`config.mk`:
```
export PLATFORM = sky130hd
export DESIGN_NAME = servo_scan_range_sequencer
export DESIGN_NICKNAME = d
export VERILOG_FILES = /design/src/sv/ssrs_pkg.sv /design/src/sv/ssrs_move.sv /design/src/sv/ssrs_core.sv /design/src/sv/servo_scan_range_sequencer.sv
export SDC_FILE = /design/constraint.sdc
export NUM_CORES = 1
export LEC_CHECK = 0
export BUFFER_PORTS_ARGS = -buffer_cell sky130_fd_sc_hd__buf_4
export CAP_MARGIN = 20
export CORE_AREA = 5 5 229 142
export CTS_CLUSTER_SIZE = 14
export DETAILED_ROUTE_END_ITERATION = 10
export DIE_AREA = 0 0 234 147
export HOLD_SLACK_MARGIN = 0.03
export PLACE_DENSITY = 0.8
export SYNTH_ARGS = -nofsm -noshare
export SYNTH_HDL_FRONTEND = slang
export SYNTH_HIERARCHICAL = 1
export SYNTH_SLANG_ARGS = --single-unit
export TNS_END_PERCENT = 20
```
`constraint.sdc`:
```
create_clock -name clk -period 14.74 [get_ports clk]
set_clock_uncertainty 0.2 [all_clocks]
set_input_delay 0.737 -clock clk [delete_from_list [all_inputs] [get_ports clk]]
set_output_delay 0.737 -clock clk [all_outputs]
set_load 0.05 [all_outputs]
```
`src/sv/ssrs_pkg.sv`:
```
`default_nettype none

package ssrs_pkg;

  localparam int MAX_POSITIONS = 4;
  localparam int IDX_W         = 2;
  localparam int ANGLE_W       = 13;
  localparam int OFFSET_W      = 11;
  localparam int TIME_W        = 16;
  localparam int RATE_W        = 15;
  localparam int PHASE_W       = 3;
  localparam int COUNT_W       = 3;
  localparam int CFG_INDEX_W   = 3;
  localparam int CFG_DATA_W    = 16;

  localparam logic [PHASE_W-1:0] PH_READY  = 3'd0;
  localparam logic [PHASE_W-1:0] PH_MOVING = 3'd1;
  localparam logic [PHASE_W-1:0] PH_SETTLE = 3'd2;
  localparam logic [PHASE_W-1:0] PH_RANGE  = 3'd3;
  localparam logic [PHASE_W-1:0] PH_POST   = 3'd4;

  localparam logic [TIME_W-1:0] RANGE_POLL_MS = 16'd50;
  localparam logic [TIME_W-1:0] POST_RANGE_MS = 16'd10;

  localparam logic [CFG_INDEX_W-1:0] REG_POSITION_COUNT = 3'd0;
  localparam logic [CFG_INDEX_W-1:0] REG_POSITION_A     = 3'd1;
  localparam logic [CFG_INDEX_W-1:0] REG_POSITION_B     = 3'd2;
  localparam logic [CFG_INDEX_W-1:0] REG_POSITION_C     = 3'd3;
  localparam logic [CFG_INDEX_W-1:0] REG_POSITION_D     = 3'd4;
  localparam logic [CFG_INDEX_W-1:0] REG_ZERO_OFFSET    = 3'd5;
  localparam logic [CFG_INDEX_W-1:0] REG_SETTLE_DELAY   = 3'd6;
  localparam logic [CFG_INDEX_W-1:0] REG_MOVE_RATE      = 3'd7;

  localparam logic [COUNT_W-1:0] COUNT_LIMIT = COUNT_W'(MAX_POSITIONS);

  typedef logic signed [ANGLE_W-1:0] angle_t;
  typedef logic [IDX_W-1:0]          index_t;
  typedef logic [TIME_W-1:0]         time_t;
  typedef logic [PHASE_W-1:0]        phase_t;

  typedef struct packed {
    logic [COUNT_W-1:0]               position_count;
    angle_t [MAX_POSITIONS-1:0]       position;
    logic signed [OFFSET_W-1:0]       zero_offset;
    time_t                            settle_delay_ms;
    logic [RATE_W-1:0]                move_rate;
  } cfg_t;

  typedef struct packed {
    logic stop_req;
    logic start_req;
    logic scan_req;
    logic range_busy;
  } item_t;

  typedef struct packed {
    logic   servo_move;
    angle_t servo_target;
    time_t  move_time_ms;
    logic   range_start;
    angle_t joint_angle;
    phase_t phase_now;
  } result_t;

  typedef struct packed {
    index_t index;
    angle_t target;
    time_t  move_time;
  } move_t;

endpackage

`default_nettype wire

```
`src/sv/ssrs_move.sv`:
```
`default_nettype none

module ssrs_move (
  input  var ssrs_pkg::cfg_t   cfg,
  input  var logic             mode,
  input  var ssrs_pkg::index_t base_index,
  input  var ssrs_pkg::angle_t current_angle,
  output var ssrs_pkg::move_t  mv
);
  import ssrs_pkg::*;

  logic [COUNT_W-1:0]           count_used;
  logic [COUNT_W-1:0]           index_inc;
  index_t                       index_new;
  logic signed [ANGLE_W:0]      target_sum;
  angle_t                       target;
  logic signed [ANGLE_W:0]      diff;
  logic [ANGLE_W-1:0]           magnitude;
  logic [ANGLE_W+RATE_W-1:0]    product;

  always_comb begin
    count_used = (cfg.position_count > COUNT_LIMIT) ? COUNT_LIMIT : cfg.position_count;
    index_inc  = {1'b0, base_index} + COUNT_W'(1);
    if (!mode) begin
      index_new = '0;
    end else if (index_inc >= count_used) begin
      index_new = '0;
    end else begin
      index_new = index_inc[IDX_W-1:0];
    end

    target_sum = {cfg.position[index_new][ANGLE_W-1], cfg.position[index_new]}
               + {{(ANGLE_W+1-OFFSET_W){cfg.zero_offset[OFFSET_W-1]}}, cfg.zero_offset};
    if (target_sum[ANGLE_W] != target_sum[ANGLE_W-1]) begin
      target = target_sum[ANGLE_W] ? {1'b1, {(ANGLE_W-1){1'b0}}}
                                   : {1'b0, {(ANGLE_W-1){1'b1}}};
    end else begin
      target = target_sum[ANGLE_W-1:0];
    end

    diff      = {current_angle[ANGLE_W-1], current_angle} - {target[ANGLE_W-1], target};
    magnitude = diff[ANGLE_W] ? ANGLE_W'(-diff) : diff[ANGLE_W-1:0];
    product   = magnitude * cfg.move_rate;

    // The largest product shifted down by 12 stays below 65536, so no clamp is needed.
    mv.index     = index_new;
    mv.target    = target;
    mv.move_time = product[ANGLE_W+RATE_W-1:12];
  end

endmodule

`default_nettype wire

```
`src/sv/ssrs_core.sv`:
```
`default_nettype none

module ssrs_core (
  input  var logic              clk,
  input  var logic              rst,
  input  var logic              advance,
  input  var ssrs_pkg::item_t   item,
  input  var ssrs_pkg::cfg_t    cfg,
  output var ssrs_pkg::result_t result
);
  import ssrs_pkg::*;

  phase_t phase;
  phase_t phase_next;
  index_t table_index;
  index_t table_index_next;
  logic   scan_mode;
  logic   scan_mode_next;
  angle_t servo_angle;
  angle_t servo_angle_next;
  time_t  wait_left;
  time_t  wait_left_next;

  phase_t phase_mid;
  time_t  wait_mid;
  time_t  delay;
  logic   start_go;
  logic   mode_sel;
  index_t index_sel;
  logic   moved;
  logic   ranged;
  move_t  mv;

  ssrs_move u_move (
    .cfg           (cfg),
    .mode          (mode_sel),
    .base_index    (index_sel),
    .current_angle (servo_angle),
    .mv            (mv)
  );

  always_comb begin
    phase_mid = item.stop_req ? PH_READY : phase;
    start_go  = item.start_req
              && !((item.scan_req == scan_mode) && (phase_mid != PH_READY));
    mode_sel  = start_go ? item.scan_req : scan_mode;
    index_sel = start_go ? '0 : table_index;

    scan_mode_next   = scan_mode;
    table_index_next = table_index;
    servo_angle_next = servo_angle;
    wait_mid         = wait_left;
    moved            = 1'b0;
    ranged           = 1'b0;
    delay            = RANGE_POLL_MS;

    if (start_go) begin
      scan_mode_next   = item.scan_req;
      table_index_next = mv.index;
      servo_angle_next = mv.target;
      phase_mid        = PH_MOVING;
      wait_mid         = mv.move_time;
      moved            = 1'b1;
    end

    phase_next = phase_mid;
    if (wait_mid != '0) begin
      wait_left_next = wait_mid - TIME_W'(1);
    end else begin
      unique case (phase_mid)
        PH_MOVING: begin
          phase_next = PH_SETTLE;
          delay      = cfg.settle_delay_ms;
        end
        PH_SETTLE: begin
          phase_next = PH_RANGE;
          ranged     = 1'b1;
          delay      = '0;
        end
        PH_RANGE: begin
          if (!item.range_busy) begin
            phase_next = PH_POST;
            delay      = POST_RANGE_MS;
          end
        end
        PH_POST: begin
          phase_next       = PH_MOVING;
          table_index_next = mv.index;
          servo_angle_next = mv.target;
          moved            = 1'b1;
          delay            = mv.move_time;
        end
        default: begin
          delay = RANGE_POLL_MS;
        end
      endcase
      wait_left_next = (delay != '0) ? (delay - TIME_W'(1)) : '0;
    end

    result.servo_move   = moved;
    result.servo_target = moved ? mv.target : '0;
    result.move_time_ms = moved ? mv.move_time : '0;
    result.range_start  = ranged;
    result.joint_angle  = cfg.position[table_index_next];
    result.phase_now    = phase_next;
  end

  always_ff @(posedge clk) begin
    if (rst) begin
      phase       <= PH_READY;
      table_index <= '0;
      scan_mode   <= 1'b0;
      servo_angle <= '0;
      wait_left   <= '0;
    end else if (advance) begin
      phase       <= phase_next;
      table_index <= table_index_next;
      scan_mode   <= scan_mode_next;
      servo_angle <= servo_angle_next;
      wait_left   <= wait_left_next;
    end
  end

endmodule

`default_nettype wire

```
`src/sv/servo_scan_range_sequencer.sv`:
```
// Channel    Direction  Content
// s_axis     in         one millisecond tick with stop, start, scan and busy flags
// m_axis     out        one result per tick: move command, range start, angle, phase
// cfg        in         register writes, one per cycle, no read-back
//
// One tick is accepted per cycle while the output does not stall; the tick is registered,
// run through the phase logic and the move multiplier combinationally, and the result is
// held in an output register, from which it is presented.
// Reset returns the phase machine, the configuration and the valid flags to their defaults.
// A stalled output holds the result register and then the input register fills.
`default_nettype none

module servo_scan_range_sequencer (
  input  var logic                                clk,
  input  var logic                                rst,
  input  var logic                                s_axis_tvalid,
  output var logic                                s_axis_tready,
  // stop_req, start_req, scan_req, range_busy, then zero padding
  input  var logic [7:0]                          s_axis_tdata,
  output var logic                                m_axis_tvalid,
  input  var logic                                m_axis_tready,
  // servo_move, servo_target, move_time_ms, range_start, joint_angle, phase_now, zero pad
  output var logic [47:0]                         m_axis_tdata,
  input  var logic                                cfg_wr_en,
  input  var logic [ssrs_pkg::CFG_INDEX_W-1:0]    cfg_index,
  input  var logic [ssrs_pkg::CFG_DATA_W-1:0]     cfg_data
);
  import ssrs_pkg::*;

  cfg_t    cfg;
  item_t   in_item;
  logic    in_valid;
  logic    advance;
  result_t result_comb;
  result_t result_q;
  logic    out_valid;

  always_ff @(posedge clk) begin
    if (rst) begin
      cfg.position_count  <= COUNT_W'(1);
      cfg.position        <= '0;
      cfg.zero_offset     <= '0;
      cfg.settle_delay_ms <= TIME_W'(1000);
      cfg.move_rate       <= RATE_W'(1280);
    end else if (cfg_wr_en) begin
      unique case (cfg_index)
        REG_POSITION_COUNT: cfg.position_count  <= cfg_data[COUNT_W-1:0];
        REG_POSITION_A:     cfg.position[0]     <= cfg_data[ANGLE_W-1:0];
        REG_POSITION_B:     cfg.position[1]     <= cfg_data[ANGLE_W-1:0];
        REG_POSITION_C:     cfg.position[2]     <= cfg_data[ANGLE_W-1:0];
        REG_POSITION_D:     cfg.position[3]     <= cfg_data[ANGLE_W-1:0];
        REG_ZERO_OFFSET:    cfg.zero_offset     <= cfg_data[OFFSET_W-1:0];
        REG_SETTLE_DELAY:   cfg.settle_delay_ms <= cfg_data[TIME_W-1:0];
        REG_MOVE_RATE:      cfg.move_rate       <= cfg_data[RATE_W-1:0];
        default: begin
        end
      endcase
    end
  end

  assign advance       = in_valid && (!out_valid || m_axis_tready);
  assign s_axis_tready = !in_valid || advance;

  always_ff @(posedge clk) begin
    if (rst) begin
      in_valid <= 1'b0;
    end else if (s_axis_tready) begin
      in_valid <= s_axis_tvalid;
    end
  end

  always_ff @(posedge clk) begin
    if (s_axis_tvalid && s_axis_tready) begin
      in_item.stop_req   <= s_axis_tdata[0];
      in_item.start_req  <= s_axis_tdata[1];
      in_item.scan_req   <= s_axis_tdata[2];
      in_item.range_busy <= s_axis_tdata[3];
    end
  end

  ssrs_core u_core (
    .clk     (clk),
    .rst     (rst),
    .advance (advance),
    .item    (in_item),
    .cfg     (cfg),
    .result  (result_comb)
  );

  always_ff @(posedge clk) begin
    if (rst) begin
      out_valid <= 1'b0;
    end else if (advance) begin
      out_valid <= 1'b1;
    end else if (m_axis_tready) begin
      out_valid <= 1'b0;
    end
  end

  always_ff @(posedge clk) begin
    if (advance) begin
      result_q <= result_comb;
    end
  end

  assign m_axis_tvalid = out_valid;
  assign m_axis_tdata  = {1'b0,
                          result_q.phase_now,
                          result_q.joint_angle,
                          result_q.range_start,
                          result_q.move_time_ms,
                          result_q.servo_target,
                          result_q.servo_move};

`ifndef SYNTHESIS
  // A range measurement is only started on entry to the ranging phase.
  a_range_phase: assert property (@(posedge clk) disable iff (rst)
    (out_valid && result_q.range_start) |-> (result_q.phase_now == PH_RANGE))
    else $error("range start outside the ranging phase");

  // A move leaves the sequencer moving, or settling when the move takes no time.
  a_move_phase: assert property (@(posedge clk) disable iff (rst)
    (out_valid && result_q.servo_move)
      |-> (result_q.phase_now == PH_MOVING || result_q.phase_now == PH_SETTLE))
    else $error("move command with an unexpected phase");

  // Without a move the command fields are zero.
  a_idle_fields: assert property (@(posedge clk) disable iff (rst)
    (out_valid && !result_q.servo_move)
      |-> (result_q.servo_target == '0 && result_q.move_time_ms == '0))
    else $error("command fields set without a move");

  // A move and a range start never fall on the same tick.
  a_exclusive: assert property (@(posedge clk) disable iff (rst)
    out_valid |-> !(result_q.servo_move && result_q.range_start))
    else $error("move and range start on the same tick");
`endif

endmodule

`default_nettype wire
```
==> impl_metrics.ini, run 1 <==
[status]
status = completed

[timing]
timing.fmax_mhz = 68.62
maxSlewViolCount = 0
hold_viol_final = 0
rsz0062_at_grt = yes
post-route-period-util_pct = 98.87
max_slew_margin_pct = 32.79
fin_ws_ns = 0.1670
tightest_slew_ns = 1.002
setup_viol = 0
finalCriticalPeriod_ns = 14.57
whs_ns = 0.2691

[min_path]
min_path_type = in2reg

[finish]
stdcell_count = 2454
multi_input_area_um2 = 12620
register_area_um2 = 4214
syn2layout_area_growth_pct = 19.16
final_cell_mix = 191 x inv_1, 191 x buf_4, 186 x nand2_1
diodes = 0
drive_gt1_share_pct = 19.19
nFillCells = 2312
nets = 2307

[global_route]
grt_pass1_vias = 14180
grt_pass1_wl_um = 74210
antenna_found_initial = 0
grt_start_max_net_pins = 67
grt_usage_pct = 26.84
overflow = 0

[setup_path]
slowest_delay_ns = 0.52
cpMostUsedCell = fa_1
critical_path_class = reg2reg
critPathLaunchType = flop
path_max_fanout = 5
critPathSlowestCell = fa_1
cp.arrival_ns = 14.69
required_ns = 14.86
worstSetupEndpointType = flop

[yosys]
yosys_warnings = 6
syn_area_per_cell_um2 = 9.089
synth_top_flop_cell = dfxtp_1
synth-seq-area-share_pct = 24.45
netlist_instances = 1896
syn-num-nets = 2178
postSynth.asyncResetShare_pct = 0
ys_types = 84
ys_ff_latch = 185
synth_area_um2 = 17230
synth_edf_count = 51

[cts]
cts_max_path_buffers = 2
cts-root-buf = clkbuf_16
clock-sinks = 185
cts_tree = built
ctsHoldBuffers = 0
cts_inserted_buffers = 17
insertion_delay_ns = 0.45
path_clk_slew_ns = 0.07
htree_num_levels = 4

[drt]
viasPerCell = 5.973
drtPass1Iterations = 6
drt_iter0_drc = 1565
drtAntennaViolNets = 0
vias = 14660
drt-total-wl_um = 49190
post_drt_wl_per_cell_um = 20.04
drcViolationCount = 0

[placement]
dp_cells = 2356
port_buffers = 76
pre_cts_ws_ns = -0.4434
hpwl_um = 34550
gp_congestion = 0.9570

[pwr]
power.clock.fraction_pct = 9.0
p_sw_share_pct = 51.41
peakVddDrop_v = 0.0002914
p_sw_mw = 2.636
intPower_mw = 2.492
power_frac_comb_pct = 78.7
seq_power_share_pct = 12.2
p_leak_nw = 9.544
power_mw = 5.128
p_per_area_nw_per_um2 = 249.7

[job]
drv_cap = 0

[floorplanning]
core_area_um2 = 30400
start_util_pct = 56.68
fp.dieW_um = 234
die-area_um2 = 34400
die_h_um = 147
io_pins = 82
rows = 50
-- kinds of logic (layout without fill, tap and decap cells) --
group                    count (synthesis)  in the layout  synth area share (%)
AND/OR/NAND/NOR                        626            626                 19.36
buffers and inverters                  309            451                 7.311
AO/OA/AOI/OAI                          287            287                 11.12
adder cells (fa/ha/maj)                250            250                 24.42
flip-flops                             185            185                 24.45
multiplexers                           161            161                 9.395
XOR/XNOR                                77             77                 3.913
other                                    1              1               0.02176
-- sequential cells by signal, indices dropped and copies added (netlist names) --
register / cells
u_core/servo_angle: 13
m_axis_tdata: 47
u_core/wait_left: 16
cfg: 97
in_item: 4
in_valid: 1
u_core/scan_mode: 1
u_core/table_index: 2
m_axis_tvalid: 1
u_core/phase: 3
-- path summary, 6_finish.rpt --
| kind | startpoint | end | slack, ns | cells after the start |
|---|---|---|---|---|
| max | in_item[1] | u_core/wait_left[15] | 0.17 | 68 |
| min | s_axis_tdata[1] | in_item[2] | 0.27 | 1 |
| max reg2reg | in_item[1] | u_core/wait_left[15] | 0.17 | 68 |
| min reg2reg | u_core/servo_angle[0] | u_core/servo_angle[0] | 0.27 | 2 |
-- critical path: cells and delay by family (launching register included) --
| family | cells | cell delay (ns) |
|---|---|---|
| buffers and inverters | 9 | 1.02 |
| adder cells (fa/ha/maj) | 13 | 4.59 |
| multiplexers | 1 | 0.16 |
| XOR/XNOR | 4 | 0.61 |
| AO/OA/AOI/OAI | 26 | 4.55 |
| flip-flops | 1 | 0.42 |
| AND/OR/NAND/NOR | 15 | 2.87 |
-- power groups by stage --
stage          logic (mW)  registers [mW]  clock network [mW]
4_1_cts              3.47           0.626               0.463
5_1_grt              4.33           0.633               0.488
2_1_floorplan        2.15           0.697                   0
3_3_place_gp         3.33           0.635                   0
3_5_place_dp         3.41           0.636                   0
6_report             4.04           0.628               0.464
-- per-layer routing --
| metal | share of wire [%] | GRT usage (%) |
|---|---|---|
| met1 | 43 | 38.83 |
| met2 | 44 | 40.11 |
| met3 | 9.6 | 5.814 |
| met4 | 2.6 | 8.918 |
| met5 | 0 | 0 |
-- what timing repair did --
| item | 4_1_cts | 5_1_grt |
|---|---|---|
| cloned | 0 | 4 |
| setup endpoints to repair | 50 | 81 |
| pin swaps | 3 | 68 |
| gates resized for setup | 10 | 141 |
| setup buffers | 8 | 53 |
-- Yosys cell counts, types with 13 or more instances --
| master | number | area share, % |
|---|---|---|
| xor2_1 | 31 | 1.6 |
| o21a_1 | 16 | 0.70 |
| o21ai_0 | 67 | 1.9 |
| nor2b_1 | 29 | 1.1 |
| nor2_1 | 69 | 1.5 |
| xnor2_1 | 46 | 2.3 |
| buf_2 | 17 | 0.49 |
| nor3_1 | 37 | 1.1 |
| and2_1 | 92 | 3.3 |
| fa_1 | 144 | 17 |
| nand2b_1 | 118 | 4.3 |
| mux2i_1 | 157 | 9.1 |
| edfxtp_1 | 51 | 8.9 |
| buf_4 | 13 | 0.57 |
| nand2_1 | 191 | 4.2 |
| clkbuf_1 | 72 | 1.6 |
| dfxtp_1 | 134 | 16 |
| nor4_1 | 13 | 0.47 |
| a22oi_1 | 28 | 1.2 |
| a21o_1 | 22 | 0.96 |
| a21oi_1 | 62 | 1.8 |
| ha_1 | 106 | 7.7 |
| inv_1 | 196 | 4.3 |
| or3_1 | 14 | 0.51 |
-- area by class of cell --
class	instances	share of cell area, %
tap	416	2.535
clock buffer	19	2.108
inverter	198	3.631
clock inverter	13	0.6946
sequential	185	20.52
timing repair buffer	221	9.067
multi-input combinational	1402	61.44
-- per-stage QoR --
stage	setup TNS (ns)	utilization, %	area (um^2)
after floorplan	0	-	17450
after global placement	-0.009473	61.15	18590
after detailed placement	-11.70	61.20	18610
after CTS	0	63.46	19290
after global routing	-7.628	67.54	20530
final	0	67.54	20530
No activity file was read; power rests on OpenSTA's default activity.
==> run 2: changes to the inputs <==
--- a/config.mk
+++ b/config.mk
@@ -7,14 +7,13 @@
 export LEC_CHECK = 0
 export BUFFER_PORTS_ARGS = -buffer_cell sky130_fd_sc_hd__buf_4
 export CAP_MARGIN = 20
-export CORE_AREA = 5 5 229 142
+export CORE_AREA = 5 5 230 143
 export CTS_CLUSTER_SIZE = 14
 export DETAILED_ROUTE_END_ITERATION = 10
-export DIE_AREA = 0 0 234 147
+export DIE_AREA = 0 0 235 148
 export HOLD_SLACK_MARGIN = 0.03
 export PLACE_DENSITY = 0.8
 export SYNTH_ARGS = -nofsm -noshare
 export SYNTH_HDL_FRONTEND = slang
-export SYNTH_HIERARCHICAL = 1
 export SYNTH_SLANG_ARGS = --single-unit
 export TNS_END_PERCENT = 20
==> impl_metrics.ini, run 2 <==
[yosys]
syn_area_per_cell_um2 = 8.202
netlist.area_leader.share_pct = 16.60
synth_top_area_cell = fa_1
synthTopCellsByCount = 408 x nand2_1, 220 x inv_1, 172 x a21oi_1, 144 x fa_1, 134 x dfxtp_1
synth_top_flop_cell = dfxtp_1
yosysMostFrequentCell = nand2_1
synth-seq-area-share_pct = 24.27
yosys_warnings = 0
synth_area_um2 = 17360
synth.area.top_cells = fa_1 17%, dfxtp_1 15%, edfxtp_1 8.8%
synth_edf_count = 51
syn-num-nets = 2399
postSynth.asyncResetShare_pct = 0
ys_ff_latch = 185
netlist_instances = 2117
ys_types = 84

[timing]
finalCriticalPeriod_ns = 15.28
timing.fmax_mhz = 65.46
tightest_slew_ns = 1.180
max_slew_margin_pct = 21.37
hold_viol_final = 0
post-route-period-util_pct = 103.6
rsz0062_at_grt = yes
maxSlewViolCount = 0
setup_viol = 67
fin_ws_ns = -0.5371

[job]
drv_cap = 0

[global_route]
overflow = 0
grt_pass1_wl_um = 87080
grt_start_max_net_pins = 107
grt_pass1_vias = 16350
grt_usage_pct = 30.90
antenna_found_initial = 1

[setup_path]
slowest_delay_ns = 0.53
path_max_fanout = 11
critPathLaunchType = flop
critPathSlowestCell = fa_1
required_ns = 14.73
critical_path_class = reg2reg
r2r-start = in_item[1]
cp.arrival_ns = 15.26
worstSetupEndpointType = flop
cpMostUsedCell = a21oi_2
crit_path_start = in_item[1]

[finish]
nFillCells = 2219
mostFrequentLayoutCell = nand2_1
multi_input_area_um2 = 12430
final_cell_mix = 402 x nand2_1, 334 x buf_4, 213 x inv_1
nets = 2656
syn2layout_area_growth_pct = 23.20
diodes = 0
drive_gt1_share_pct = 21.11
register_area_um2 = 4214
regMostFlops = cfg
fin_area_um2 = 21390
largest_reg_flops = 97

[floorplanning]
start_util_pct = 56.76
fp.dieW_um = 235
core_area_um2 = 30590
io_pins = 82
rows = 50
die-area_um2 = 34780
die_h_um = 148

[placement]
placed_cell_area_um2 = 20060
hpwl_um = 40600
pre_cts_ws_ns = -0.5539
port_buffers = 76
gp_congestion = 1.013

[cts]
clock-sinks = 185
cts_max_path_buffers = 2
htree_num_levels = 4
cts_tree = built
insertion_delay_ns = 0.45
cts_inserted_buffers = 17
ctsHoldBuffers = 0
path_clk_slew_ns = 0.08
cts-root-buf = clkbuf_16

[drt]
drtAntennaViolNets = 0
post_drt_wl_per_cell_um = 19.75
viasPerCell = 5.999
drcViolationCount = 0
drt_iter0_drc = 1984
vias = 16810
drtPass1Iterations = 7
drt-total-wl_um = 55350

[status]
status = finished with violations
violations = negative setup slack

[min_path]
min_path_type = reg2reg
hold_start = cfg[30]
[run 2: cell types whose count changed in the layout (fill, tap and decap cells not counted), moves of 19 or more]
cell	previous run	this run
a211oi_1	8	27
a21oi_1	49	152
a22oi_1	26	3
and2_1	87	62
buf_4	191	334
inv_1	191	213
mux2i_1	151	74
nand2_1	186	402
nand2b_1	117	14
nand3_1	9	37
nor2_1	67	104
[run 2: layout make-up]
type	count	share of cell area (%)
timing repair buffer	353	13.04
clock inverter	14	0.7253
tap	416	2.433
sequential	185	19.70
clock buffer	18	2.106
inverter	220	3.895
multi-input combinational	1597	58.10
[run 2: worst paths after layout]
| kind | end | slack (ns) | cells past startpoint |
|---|---|---|---|
| setup / recovery | m_axis_tdata[43] | -0.54 | 72 |
| hold / removal | cfg[30] | 0.26 | 2 |
| setup reg to reg | m_axis_tdata[43] | -0.54 | 72 |
| hold reg to reg | cfg[30] | 0.26 | 2 |
[run 2: critical path: cells and delay by family, from the launching register on]
family,cells,cell delay (ns)
and+or+nand+nor,15,3.05
buffers and inverters,13,1.42
adders and majority gates,13,4.61
xor gates and xnor gates,1,0.19
muxes,7,1.66
DFF,1,0.43
AOI/OAI and AO/OA,23,3.42
[run 2: metrics by stage]
| step | setup TNS (ns) | util [%] | hold slack [ns] | cells |
|---|---|---|---|---|
| final | -20.83 | 69.93 | 0.2583 | 2803 |
| after CTS | -1.474 | 69.28 | 0.2550 | 2789 |
| after detailed placement | -25.28 | 65.57 | 0.2478 | 2725 |
| after global routing | -73.76 | 69.93 | 0.2548 | 2803 |
| after global placement | -6.465 | 65.57 | 0.2469 | 2725 |
| after floorplan | -4.294 | - | 0.2332 | 2117 |
[run 2: layer usage]
| metal | part of all wire [%] | track usage (%) |
|---|---|---|
| met1 | 41 | 43.79 |
| met2 | 42 | 46.86 |
| met3 | 14 | 9.379 |
| met4 | 2.6 | 7.293 |
| met5 | 0 | 0 |
[run 2: what timing repair did]
item                                    CTS  global route
setup buffers                            28            13
endpoints found under the setup margin   81            81
gates resized for setup                  49            35
pin swaps                                56            16
cloned                                    4             0
[run 2: cell families after synthesis]
| group | Yosys count | synth area share, % |
|---|---|---|
| xor gates and xnor gates | 58 | 2.926 |
| muxes | 88 | 5.130 |
| buffers and inverters | 335 | 7.487 |
| AOI/OAI and AO/OA | 413 | 15.17 |
| and+or+nand+nor | 787 | 20.76 |
| other | 1 | 0.02160 |
| DFF | 185 | 24.27 |
| adders and majority gates | 250 | 24.24 |
Power of run 2 is left out: the tool's default activity adds up to more than one toggle a clock period on the data nets, which glitch-free logic cannot reach.
==> run 3: changes to the inputs <==
--- a/config.mk
+++ b/config.mk
@@ -7,10 +7,10 @@
 export LEC_CHECK = 0
 export BUFFER_PORTS_ARGS = -buffer_cell sky130_fd_sc_hd__buf_4
 export CAP_MARGIN = 20
-export CORE_AREA = 5 5 230 143
+export CORE_AREA = 5 5 226 140
 export CTS_CLUSTER_SIZE = 14
 export DETAILED_ROUTE_END_ITERATION = 10
-export DIE_AREA = 0 0 235 148
+export DIE_AREA = 0 0 231 145
 export HOLD_SLACK_MARGIN = 0.03
 export PLACE_DENSITY = 0.8
 export SYNTH_ARGS = -nofsm -noshare
==> constraint.sdc (replaced) <==
create_clock -name clk -period 14.17 [get_ports clk]
set_clock_uncertainty 0.2 [all_clocks]
set_input_delay 0.7085 -clock clk [delete_from_list [all_inputs] [get_ports clk]]
set_output_delay 0.7085 -clock clk [all_outputs]
set_load 0.05 [all_outputs]
==> impl_metrics.ini, run 3 (same netlist as run 2, synthesis figures left out) <==
[drt]
post_drt_wl_per_cell_um = 20.41
drt_iter0_drc = 2404
drt-total-wl_um = 58190
vias = 17420
wl_met2_um = 24980
drtPass1Iterations = 6
drtAntennaViolNets = 0
wl_met3_um = 7257
viasPerCell = 6.111
m1WireLength_um = 24700
drcViolationCount = 0
top_layer = met4

[cts]
path_clk_slew_ns = 0.08
clock-sinks = 185
cts-root-buf = clkbuf_16
cts_inserted_buffers = 17
cts_tree = built
cts_max_path_buffers = 2
insertion_delay_ns = 0.45
htree_num_levels = 4
ctsHoldBuffers = 0

[global_route]
antenna_found_initial = 0
grt_pass1_wl_um = 90870
grt_pass1_vias = 16890
overflow = 0
grt_usage_pct = 33.23
grt_start_max_net_pins = 91

[timing]
maxSlewViolCount = 0
tightest_slew_ns = 1.222
fin_ws_ns = -1.054
hold_viol_final = 0
setup_viol = 81
timing.fmax_mhz = 65.69
finalCriticalPeriod_ns = 15.22
post-route-period-util_pct = 107.4
max_slew_margin_pct = 18.22
rsz0062_at_grt = yes

[floorplanning]
rows = 49
io_pins = 82
die-area_um2 = 33500
die_h_um = 145
start_util_pct = 59.01
fp.dieW_um = 231
core_area_um2 = 29430

[setup_path]
rrSetupSlack_ns = -1.05
worstSetupEndpointType = flop
critPathLaunchType = flop
required_ns = 14.17
path_max_fanout = 8
slowest_delay_ns = 0.58
cpMostUsedCell = a21oi_2
cp.arrival_ns = 15.22
critical_path_class = reg2reg
critPathSlowestCell = fa_1

[finish]
final_cell_mix = 413 x buf_4, 401 x nand2_1, 213 x inv_1
mostFrequentLayoutCell = buf_4
syn2layout_area_growth_pct = 27.91
largest_reg_flops = 97
diodes = 0
nFillCells = 2037
fin_area_um2 = 22210
drive_gt1_share_pct = 25.31
multi_input_area_um2 = 12640
utilization_pct = 75.48
nets = 2738
register_area_um2 = 4214
regMostFlops = cfg

[placement]
gp_congestion = 1.012
port_buffers = 76
hpwl_um = 43340
placed_cell_area_um2 = 20660

[status]
violations = negative setup slack
status = finished with violations

[job]
drv_cap = 0

[min_path]
min_path_type = in2reg
## run 3: path summary, 6_finish.rpt
path | start | endpoint | depth (start not counted)
min | s_axis_tdata[3] | in_item[0] | 1
min reg2reg | cfg[29] | cfg[29] | 2
max | in_item[1] | m_axis_tdata[41] | 73
max reg2reg | in_item[1] | m_axis_tdata[41] | 73
## run 3: cell type report
class / instances / share of cell area [%]
multi-input combinational: 1597 / 56.92
tap: 382 / 2.152
timing repair buffer: 435 / 15.41
clock inverter: 15 / 0.8731
sequential: 185 / 18.97
inverter: 220 / 3.752
clock buffer: 17 / 1.915
## run 3: stage by stage
step                      setup TNS (ns)  setup slack (ns)  hold WS [ns]  cells
after floorplan                   -37.65           -0.7935        0.2332   2117
after global placement            -34.37           -0.6295        0.2461   2772
after detailed placement          -69.79            -1.115        0.2525   2773
after CTS                         -33.51           -0.6315        0.2291   2824
after global routing             -109.67            -1.602        0.2244   2851
final                             -64.35            -1.054        0.2362   2851
## run 3: repair_timing
| action | in CTS | in global routing |
|---|---|---|
| endpoints found under the setup margin | 81 | 81 |
| cloned | 0 | 3 |
| pin swaps | 32 | 67 |
| gates resized for setup | 58 | 65 |
| setup buffers | 19 | 21 |
| hold endpoints to repair | 0 | 0 |
## run 3: metal layers
metal	vias up	global-route usage, %
met3	123	6.815
li1	7791	-
met2	1088	49.46
met5	-	0
met4	0	6.532
met1	8421	50.57
## run 3: worst max-delay path: cells and delay by family (launching register included)
family	cells	cell delay [ns]
adder cells (fa/ha/maj)	13	4.72
XOR/XNOR	3	0.42
AND/OR/NAND/NOR	13	2.40
buffers and inverters	15	1.71
AO/OA/AOI/OAI	23	3.91
flip-flops	1	0.43
multiplexers	6	1.18
Power of run 3 is left out for the same reason.
